===== src/hdl/fctma_pkg.sv =====
// types, constants and helper functions for the four channel moving average unit
// no dependencies
package fctma_pkg;

    localparam int CHANNELS  = 4;
    localparam int SAMPLE_W  = 12;
    localparam int OFFSET_W  = 11;
    localparam int ENTRY_W   = 14;
    localparam int MEAN_W    = 14;
    localparam int CONV_W    = 14;
    localparam int CFG_IDX_W = 2;

    typedef logic signed [SAMPLE_W-1:0] t_sample;
    typedef logic signed [OFFSET_W-1:0] t_offset;
    typedef logic signed [ENTRY_W-1:0]  t_entry;
    typedef logic signed [MEAN_W-1:0]   t_mean;
    typedef logic signed [CONV_W-1:0]   t_conv;
    typedef logic [CFG_IDX_W-1:0]       t_cfg_idx;

    // register indexes
    localparam t_cfg_idx REG_OFFSET_CH0 = 2'd0;
    localparam t_cfg_idx REG_OFFSET_CH1 = 2'd1;
    localparam t_cfg_idx REG_OFFSET_CH2 = 2'd2;
    localparam t_cfg_idx REG_OFFSET_CH3 = 2'd3;

    // -127 C in 1/16 C, sensor missing
    localparam t_sample DISCONNECTED = -12'sd2032;
    // 32 F in 1/16 F
    localparam t_conv   F_OFFSET     = 14'sd512;
    localparam t_entry  ENTRY_MAX    = 14'sd8191;
    localparam t_entry  ENTRY_MIN    = -14'sd8192;

    // exact divide by 5 for magnitudes below 2^15: ceil(2^18 / 5)
    localparam int          DIV5_S = 18;
    localparam logic [15:0] DIV5_M = 16'd52429;

    // clamp a 15 bit signed value to the 14 bit range
    function automatic t_entry sat14(input logic signed [ENTRY_W:0] v);
        t_entry res;
        if (v > (ENTRY_W+1)'(ENTRY_MAX)) begin
            res = ENTRY_MAX;
        end else if (v < (ENTRY_W+1)'(ENTRY_MIN)) begin
            res = ENTRY_MIN;
        end else begin
            res = ENTRY_W'(v);
        end
        return res;
    endfunction

    // celsius to fahrenheit, both in 1/16 degree, quotient truncated toward zero
    function automatic t_conv c_to_f(input t_sample raw);
        logic signed [15:0] x9;
        logic               neg;
        logic [14:0]        mag;
        logic [30:0]        prod;
        logic [11:0]        quo;
        t_conv              qs;
        x9   = (16'(raw) <<< 3) + 16'(raw);
        neg  = x9[15];
        mag  = neg ? 15'(-x9) : 15'(x9);
        prod = 31'(mag) * 31'(DIV5_M);
        quo  = prod[DIV5_S +: 12];
        qs   = neg ? -CONV_W'(quo) : CONV_W'(quo);
        return qs + F_OFFSET;
    endfunction

endpackage


===== src/hdl/fctma_ram.sv =====
// generic single write port ram with one registered read port
// no dependencies
module fctma_ram #(
    parameter int WIDTH = 8,
    parameter int DEPTH = 16
) (
    input  logic                     i_clk,
    input  logic                     i_we,
    input  logic [$clog2(DEPTH)-1:0] i_waddr,
    input  logic [WIDTH-1:0]         i_wdata,
    input  logic [$clog2(DEPTH)-1:0] i_raddr,
    output logic [WIDTH-1:0]         o_rdata
);

    logic [WIDTH-1:0] r_mem [DEPTH];
    logic [WIDTH-1:0] r_rdata;

    always_ff @(posedge i_clk) begin
        if (i_we) begin
            r_mem[i_waddr] <= i_wdata;
        end
        r_rdata <= r_mem[i_raddr];
    end

    assign o_rdata = r_rdata;

endmodule


===== src/hdl/four_channel_temp_moving_average_unit.sv =====
// four channel temperature boxcar averager, top level
// depends on fctma_pkg and fctma_ram
//
//  channel   direction   handshake                  payload
//  input     in          i_in_valid / o_in_stall    i_sample_ch0..i_sample_ch3
//  output    out         o_out_valid / i_out_stall  o_mean_ch0..o_mean_ch3
//  config    in          i_cfg_we                   i_cfg_idx, i_cfg_data
//
// one word in and one word out per clock when nothing stalls; an accepted word passes the input
// register, the sum stage and the output register before its result is valid
// the running sum loop sets the rate: divide by WINDOW, offset add and sum update in the same cycle
// reset is synchronous; a fill flag masks ring rows never written until the slot first wraps
// a held result word leaves room for two more words, in the sum stage and the input register
module four_channel_temp_moving_average_unit #(
    parameter int WINDOW = 10
) (
    input  logic                i_clk,
    input  logic                i_rst_n,
    // input words
    input  logic                i_in_valid,
    output logic                o_in_stall,
    input  fctma_pkg::t_sample  i_sample_ch0,
    input  fctma_pkg::t_sample  i_sample_ch1,
    input  fctma_pkg::t_sample  i_sample_ch2,
    input  fctma_pkg::t_sample  i_sample_ch3,
    // result words
    output logic                o_out_valid,
    input  logic                i_out_stall,
    output fctma_pkg::t_mean    o_mean_ch0,
    output fctma_pkg::t_mean    o_mean_ch1,
    output fctma_pkg::t_mean    o_mean_ch2,
    output fctma_pkg::t_mean    o_mean_ch3,
    // register writes
    input  logic                i_cfg_we,
    input  fctma_pkg::t_cfg_idx i_cfg_idx,
    input  fctma_pkg::t_offset  i_cfg_data
);

    localparam int CH      = fctma_pkg::CHANNELS;
    localparam int EW      = fctma_pkg::ENTRY_W;
    localparam int MW      = fctma_pkg::MEAN_W;
    localparam int SLOT_W  = $clog2(WINDOW);
    // window sum never exceeds WINDOW full scale entries
    localparam int SUM_W   = EW + SLOT_W;
    localparam int ROW_W   = CH * EW;
    // reciprocal of WINDOW, exact for every sum magnitude
    localparam int    DIV_S   = SUM_W + SLOT_W;
    localparam longint DIV_ML = ((longint'(1) << DIV_S) + WINDOW - 1) / WINDOW;
    localparam logic [SUM_W:0] DIV_M = (SUM_W+1)'(DIV_ML);
    localparam int PROD_W  = 2 * SUM_W + 1;
    localparam logic [SLOT_W-1:0] LAST_SLOT = SLOT_W'(WINDOW - 1);

    // input stage
    logic                r_v1;
    fctma_pkg::t_conv    r_conv [CH];
    logic [CH-1:0]       r_disc;

    // window state
    logic signed [SUM_W-1:0] r_sum [CH];
    logic [SLOT_W-1:0]       r_slot;
    logic [SLOT_W-1:0]       n_slot;
    logic                    r_filled;
    logic                    r_v2;       // r_sum holds a mean not yet handed on

    // output register
    logic                r_ov;
    fctma_pkg::t_mean    r_mean [CH];

    fctma_pkg::t_offset  r_offset [CH];

    fctma_pkg::t_sample  w_sample [CH];
    fctma_pkg::t_mean    w_mean   [CH];
    logic signed [SUM_W-1:0] n_sum [CH];
    logic [ROW_W-1:0]    w_wrow;
    logic [ROW_W-1:0]    w_rrow;
    logic [SLOT_W-1:0]   w_raddr;

    logic w_in_accept;
    logic w_out_free;
    logic w_adv2;
    logic w_ready2;
    logic w_step;

    assign w_sample[0] = i_sample_ch0;
    assign w_sample[1] = i_sample_ch1;
    assign w_sample[2] = i_sample_ch2;
    assign w_sample[3] = i_sample_ch3;

    // pipeline flow
    assign w_out_free  = !r_ov || !i_out_stall;
    assign w_adv2      = r_v2 && w_out_free;
    assign w_ready2    = !r_v2 || w_adv2;
    assign w_step      = r_v1 && w_ready2;
    assign o_in_stall  = r_v1 && !w_ready2;
    assign w_in_accept = i_in_valid && !o_in_stall;

    // shared write slot, wraps at the end of the window
    assign n_slot  = (r_slot == LAST_SLOT) ? '0 : r_slot + 1'b1;
    // read one slot ahead so the old entry is ready when the next word steps
    assign w_raddr = w_step ? n_slot : r_slot;

    fctma_ram #(
        .WIDTH (ROW_W),
        .DEPTH (WINDOW)
    ) u_ring (
        .i_clk   (i_clk),
        .i_we    (w_step),
        .i_waddr (r_slot),
        .i_wdata (w_wrow),
        .i_raddr (w_raddr),
        .o_rdata (w_rrow)
    );

    for (genvar c = 0; c < CH; c++) begin : g_ch
        logic                    w_neg;
        logic [SUM_W-1:0]        w_mag;
        logic [PROD_W-1:0]       w_prod;
        logic [MW-1:0]           w_quo;
        logic signed [MW:0]      w_qs;
        fctma_pkg::t_conv        w_val;
        fctma_pkg::t_entry       w_entry;
        fctma_pkg::t_entry       w_old;
        logic signed [SUM_W:0]   w_sum_ext;

        // mean of the current window, truncated toward zero
        // also the previous average a disconnected sensor falls back on
        assign w_neg  = r_sum[c][SUM_W-1];
        assign w_mag  = w_neg ? SUM_W'(-r_sum[c]) : SUM_W'(r_sum[c]);
        assign w_prod = PROD_W'(w_mag) * PROD_W'(DIV_M);
        assign w_quo  = w_prod[DIV_S +: MW];
        assign w_qs   = w_neg ? -(MW+1)'(w_quo) : (MW+1)'(w_quo);
        assign w_mean[c] = fctma_pkg::sat14(w_qs);

        assign w_val   = r_disc[c] ? w_mean[c] : r_conv[c];
        assign w_entry = fctma_pkg::sat14((EW+1)'(w_val) + (EW+1)'(r_offset[c]));
        // rows never written read as zero
        assign w_old   = r_filled ? fctma_pkg::t_entry'(w_rrow[c*EW +: EW]) : '0;

        assign w_sum_ext = (SUM_W+1)'(r_sum[c]) + (SUM_W+1)'(w_entry) - (SUM_W+1)'(w_old);
        assign n_sum[c]  = w_sum_ext[SUM_W-1:0];
        assign w_wrow[c*EW +: EW] = w_entry;
    end

    // input register: conversion done on the way in
    always_ff @(posedge i_clk) begin
        if (!i_rst_n) begin
            r_v1 <= 1'b0;
        end else if (w_in_accept) begin
            r_v1 <= 1'b1;
        end else if (w_step) begin
            r_v1 <= 1'b0;
        end
    end

    always_ff @(posedge i_clk) begin
        if (w_in_accept) begin
            for (int c = 0; c < CH; c++) begin
                r_conv[c] <= fctma_pkg::c_to_f(w_sample[c]);
                r_disc[c] <= (w_sample[c] == fctma_pkg::DISCONNECTED);
            end
        end
    end

    // running sums and ring bookkeeping
    always_ff @(posedge i_clk) begin
        if (!i_rst_n) begin
            r_slot   <= '0;
            r_filled <= 1'b0;
            r_v2     <= 1'b0;
            for (int c = 0; c < CH; c++) begin
                r_sum[c] <= '0;
            end
        end else begin
            if (w_step) begin
                r_slot <= n_slot;
                if (r_slot == LAST_SLOT) begin
                    r_filled <= 1'b1;
                end
                for (int c = 0; c < CH; c++) begin
                    r_sum[c] <= n_sum[c];
                end
            end
            if (w_step) begin
                r_v2 <= 1'b1;
            end else if (w_adv2) begin
                r_v2 <= 1'b0;
            end
        end
    end

    // output register
    always_ff @(posedge i_clk) begin
        if (!i_rst_n) begin
            r_ov <= 1'b0;
        end else if (w_adv2) begin
            r_ov <= 1'b1;
        end else if (!i_out_stall) begin
            r_ov <= 1'b0;
        end
    end

    always_ff @(posedge i_clk) begin
        if (w_adv2) begin
            for (int c = 0; c < CH; c++) begin
                r_mean[c] <= w_mean[c];
            end
        end
    end

    // offset registers
    always_ff @(posedge i_clk) begin
        if (!i_rst_n) begin
            for (int c = 0; c < CH; c++) begin
                r_offset[c] <= '0;
            end
        end else if (i_cfg_we) begin
            case (i_cfg_idx)
                fctma_pkg::REG_OFFSET_CH0: begin
                    r_offset[0] <= i_cfg_data;
                end
                fctma_pkg::REG_OFFSET_CH1: begin
                    r_offset[1] <= i_cfg_data;
                end
                fctma_pkg::REG_OFFSET_CH2: begin
                    r_offset[2] <= i_cfg_data;
                end
                fctma_pkg::REG_OFFSET_CH3: begin
                    r_offset[3] <= i_cfg_data;
                end
                default: begin
                end
            endcase
        end
    end

    assign o_out_valid = r_ov;
    assign o_mean_ch0  = r_mean[0];
    assign o_mean_ch1  = r_mean[1];
    assign o_mean_ch2  = r_mean[2];
    assign o_mean_ch3  = r_mean[3];

endmodule


===== config.mk =====
export PLATFORM = sky130hd
export DESIGN_NAME = four_channel_temp_moving_average_unit
export DESIGN_NICKNAME = d
export VERILOG_FILES = /design/src/hdl/fctma_pkg.sv /design/src/hdl/fctma_ram.sv /design/src/hdl/four_channel_temp_moving_average_unit.sv
export SDC_FILE = /design/constraint.sdc
export NUM_CORES = 2
export LEC_CHECK = 0
export BUFFER_PORTS_ARGS = -buffer_cell sky130_fd_sc_hd__buf_2
export CORE_ASPECT_RATIO = 1.75
export CORE_UTILIZATION = 40
export DETAILED_ROUTE_END_ITERATION = 16
export SLEW_MARGIN = 20
export SYNTH_ARGS = -nofsm -noshare
export SYNTH_HDL_FRONTEND = slang
export SYNTH_SLANG_ARGS = --single-unit
export TNS_END_PERCENT = 20

===== constraint.sdc =====
create_clock -name i_clk -period 18.9 [get_ports i_clk]
set_input_delay 3.78 -clock i_clk [delete_from_list [all_inputs] [get_ports i_clk]]
set_output_delay 3.78 -clock i_clk [all_outputs]
set_load 0.01 [all_outputs]

==> results.toml <==
[clocking]
clk_path_buf_depth = 3
htreeDepth = 3
cts_buffers = 79
cts_tree = "built"
ctsHoldBuffers = 0
postCtsResizedCells = 0
cts.sinks = 856
cts_setup_buffers = 0
cts-root-buf = "clkbuf_16"
worst_skew_pair.late_latency_ns = 0.68
clkSlewWorstSetupHoldPaths_ns = 0.07

[synth]
synthCells = 7271
ys.flop_type = "edfxtp_1"
synth.avg_cell_area_um2 = 11.1
yosysUniqueCellTypes = 115
synth-warning-count = 0
syn_nets = 9181
ys_ff_latch = 856
synth_edf_count = 792
async_flop_share = 0
yosysSeqAreaShare = 0.311
syn-cell-area_um2 = 80600

[cells_and_area]
fillers = 18900
fin_util = 0.435
num-nets-final = 9274
layout_common_cells = "inv_1, ha_1, edfxtp_1, fa_1, nand2_1"
multi_input_area_um2 = 50200
area_growth_syn_to_layout_pct = 7.95
final_area_um2 = 87000
register_area_um2 = 25100
final_common_cell = "inv_1"
layout-drive-gt1-share = 0.0718

[die]
io_pins = 124
die_w_um = 341
fp.dieH_um = 596
start_util = 0.403
dieArea_um2 = 203000
row_count = 217
core_area_um2 = 200000

[job]
cap_violations = 0

[timing]
worst_slew_pin_slew_ns = 1.10
max_slew_margin = 0.270
final_max_slew_viol_count = 0
setup_tns_ns = 0
finalCritPeriodShare = 0.889
whs_ns = 0.494
rsz0062_at_grt = "false"
layout_min_cycle_time_ns = 16.80
fmax_mhz = 59.5
setup_viol_count_final = 0
finalClockSkew_ns = 0.0491
hold_violations = 0

[grt]
grt_pass1_wl_mm = 315
grt_pass1_vias = 57300
overflow = 0
grt_max_degree = 68
grt_usage = 0.199
antenna_found_initial = 17

[drt]
wl_mm = 200
ant_nets = 0
drt-initial-drc-count = 2322
dr.pass1.iters = 8
vias_per_cell = 5.25
post_drt_wl_per_cell_um = 19.9
drc = 0
via_count = 52800

[hold_path]
hold_class = "register to register"
worst_hold_startpoint = "r_v1"
holdPathEnd = "r_v2"
worst_hold_path.num_cells = 1

[placed_design]
portBuffers = 123
placed_area_um2 = 84400
hpwl_mm = 162
gp_congestion = 0.937

[worst_setup_path]
r2r_end = "r_sum[2][17]"
cpMaxStageDelayCell = "a21oi_1"
critPathRequiredTime_ns = 19.30
critical-path-top-delay-family = "compound AO/OA/AOI/OAI gates"
arrival_ns = 17.20
r2r_slack_ns = 2.10
start_kind = "register"
r2r_cells = 56
cp_num_buf_inv = 6
criticalPathCategory = "register to register"
cp_max_fo = 17
cp_common_cell = "fa_1"
rr_startpoint = "r_sum[2][3]"
max_stage_delay_ns = 0.91
end_kind = "register"

[run_status]
status = "finished, final reports clean"
## layer usage
layer  part of all wire  up-vias  global-route usage  wire (µm)
li1                   -    25100                   -          -
met1               0.37    26400               0.210      73300
met2               0.56      874               0.398     112000
met3              0.027      364              0.0156       5500
met4              0.045        8              0.0828       9020
met5            0.00020        -                   0         40
## synth_stat cells, types with 41 or more instances
library cell,number,share of area
clkbuf_1,121,0.0056
nand2_1,374,0.017
nand2b_1,69,0.0054
xnor2_1,331,0.036
nor2b_1,104,0.0081
xor2_1,123,0.013
a21o_1,113,0.011
dfxtp_1,64,0.016
fa_1,716,0.18
ha_1,1128,0.18
o21ai_0,163,0.010
o21bai_1,44,0.0041
inv_1,1307,0.061
mux4_2,112,0.031
o31ai_1,53,0.0049
nand3_1,64,0.0040
and2_1,107,0.0083
nor3_1,81,0.0050
nand4_1,41,0.0032
a31oi_1,61,0.0047
a21oi_1,351,0.022
nor2_1,260,0.012
and3_1,41,0.0032
a211oi_1,73,0.0068
edfxtp_1,792,0.30
mux2i_1,82,0.010
## how the worst max path moves through the flow
stage / startpoint / to / slack, ns / cells past startpoint
3_3_place_gp: r_sum[2][3] / r_sum[2][17] / 2.28 / 56
6_report: r_sum[2][3] / r_sum[2][17] / 2.10 / 56
4_1_cts: r_sum[2][3] / r_sum[2][17] / 2.05 / 56
3_5_place_dp: r_sum[2][3] / r_sum[2][17] / 2.09 / 56
5_1_grt: r_sum[2][3] / r_sum[2][17] / 0.74 / 58
2_1_floorplan: r_sum[3][0] / r_sum[3][17] / 4.35 / 56
## stage by stage
| step | cells | setup slack [ns] |
|---|---|---|
| after global placement | 9911 | 2.28 |
| after CTS | 10100 | 2.05 |
| after floorplan | 7271 | 4.35 |
| final | 10100 | 2.10 |
| after detailed placement | 9911 | 2.09 |
| after global routing | 10100 | 0.739 |
## kinds of logic (layout without fill, tap and decap cells)
| kind of cell | count (synthesis) | after routing | share of synthesized area |
|---|---|---|---|
| and+or+nand+nor | 1330 | 1330 | 0.0845 |
| other | 0 | 8 | 0 |
| AOI/OAI and AO/OA | 1109 | 1109 | 0.0896 |
| adders and majority gates | 1845 | 1845 | 0.353 |
| xor gates and xnor gates | 455 | 455 | 0.0495 |
| muxes | 207 | 207 | 0.0434 |
| DFF | 856 | 856 | 0.311 |
| buffers and inverters | 1469 | 1625 | 0.0688 |
## layout make-up
type / instances / area share
repair buffers: 172 / 0.0113
diodes: 8 / 0.000230
flip-flops and latches: 856 / 0.288
clock buffers: 89 / 0.0233
inverters: 1309 / 0.0565
clock inverters: 55 / 0.00633
multi-input cells: 4946 / 0.577
well taps: 2628 / 0.0378
## flip-flops by register name, indices dropped and copies added (netlist names)
signal	count
u_ring.r_mem	560
u_ring.o_rdata	56
r_disc	4
r_v2	1
r_sum	72
r_slot	4
r_conv	56
r_v1	1
r_mean	56
r_offset	44
r_filled	1
o_out_valid	1
Power is not shown: default switching activity piles up to over one toggle a cycle in this logic, so the estimate is an artifact.
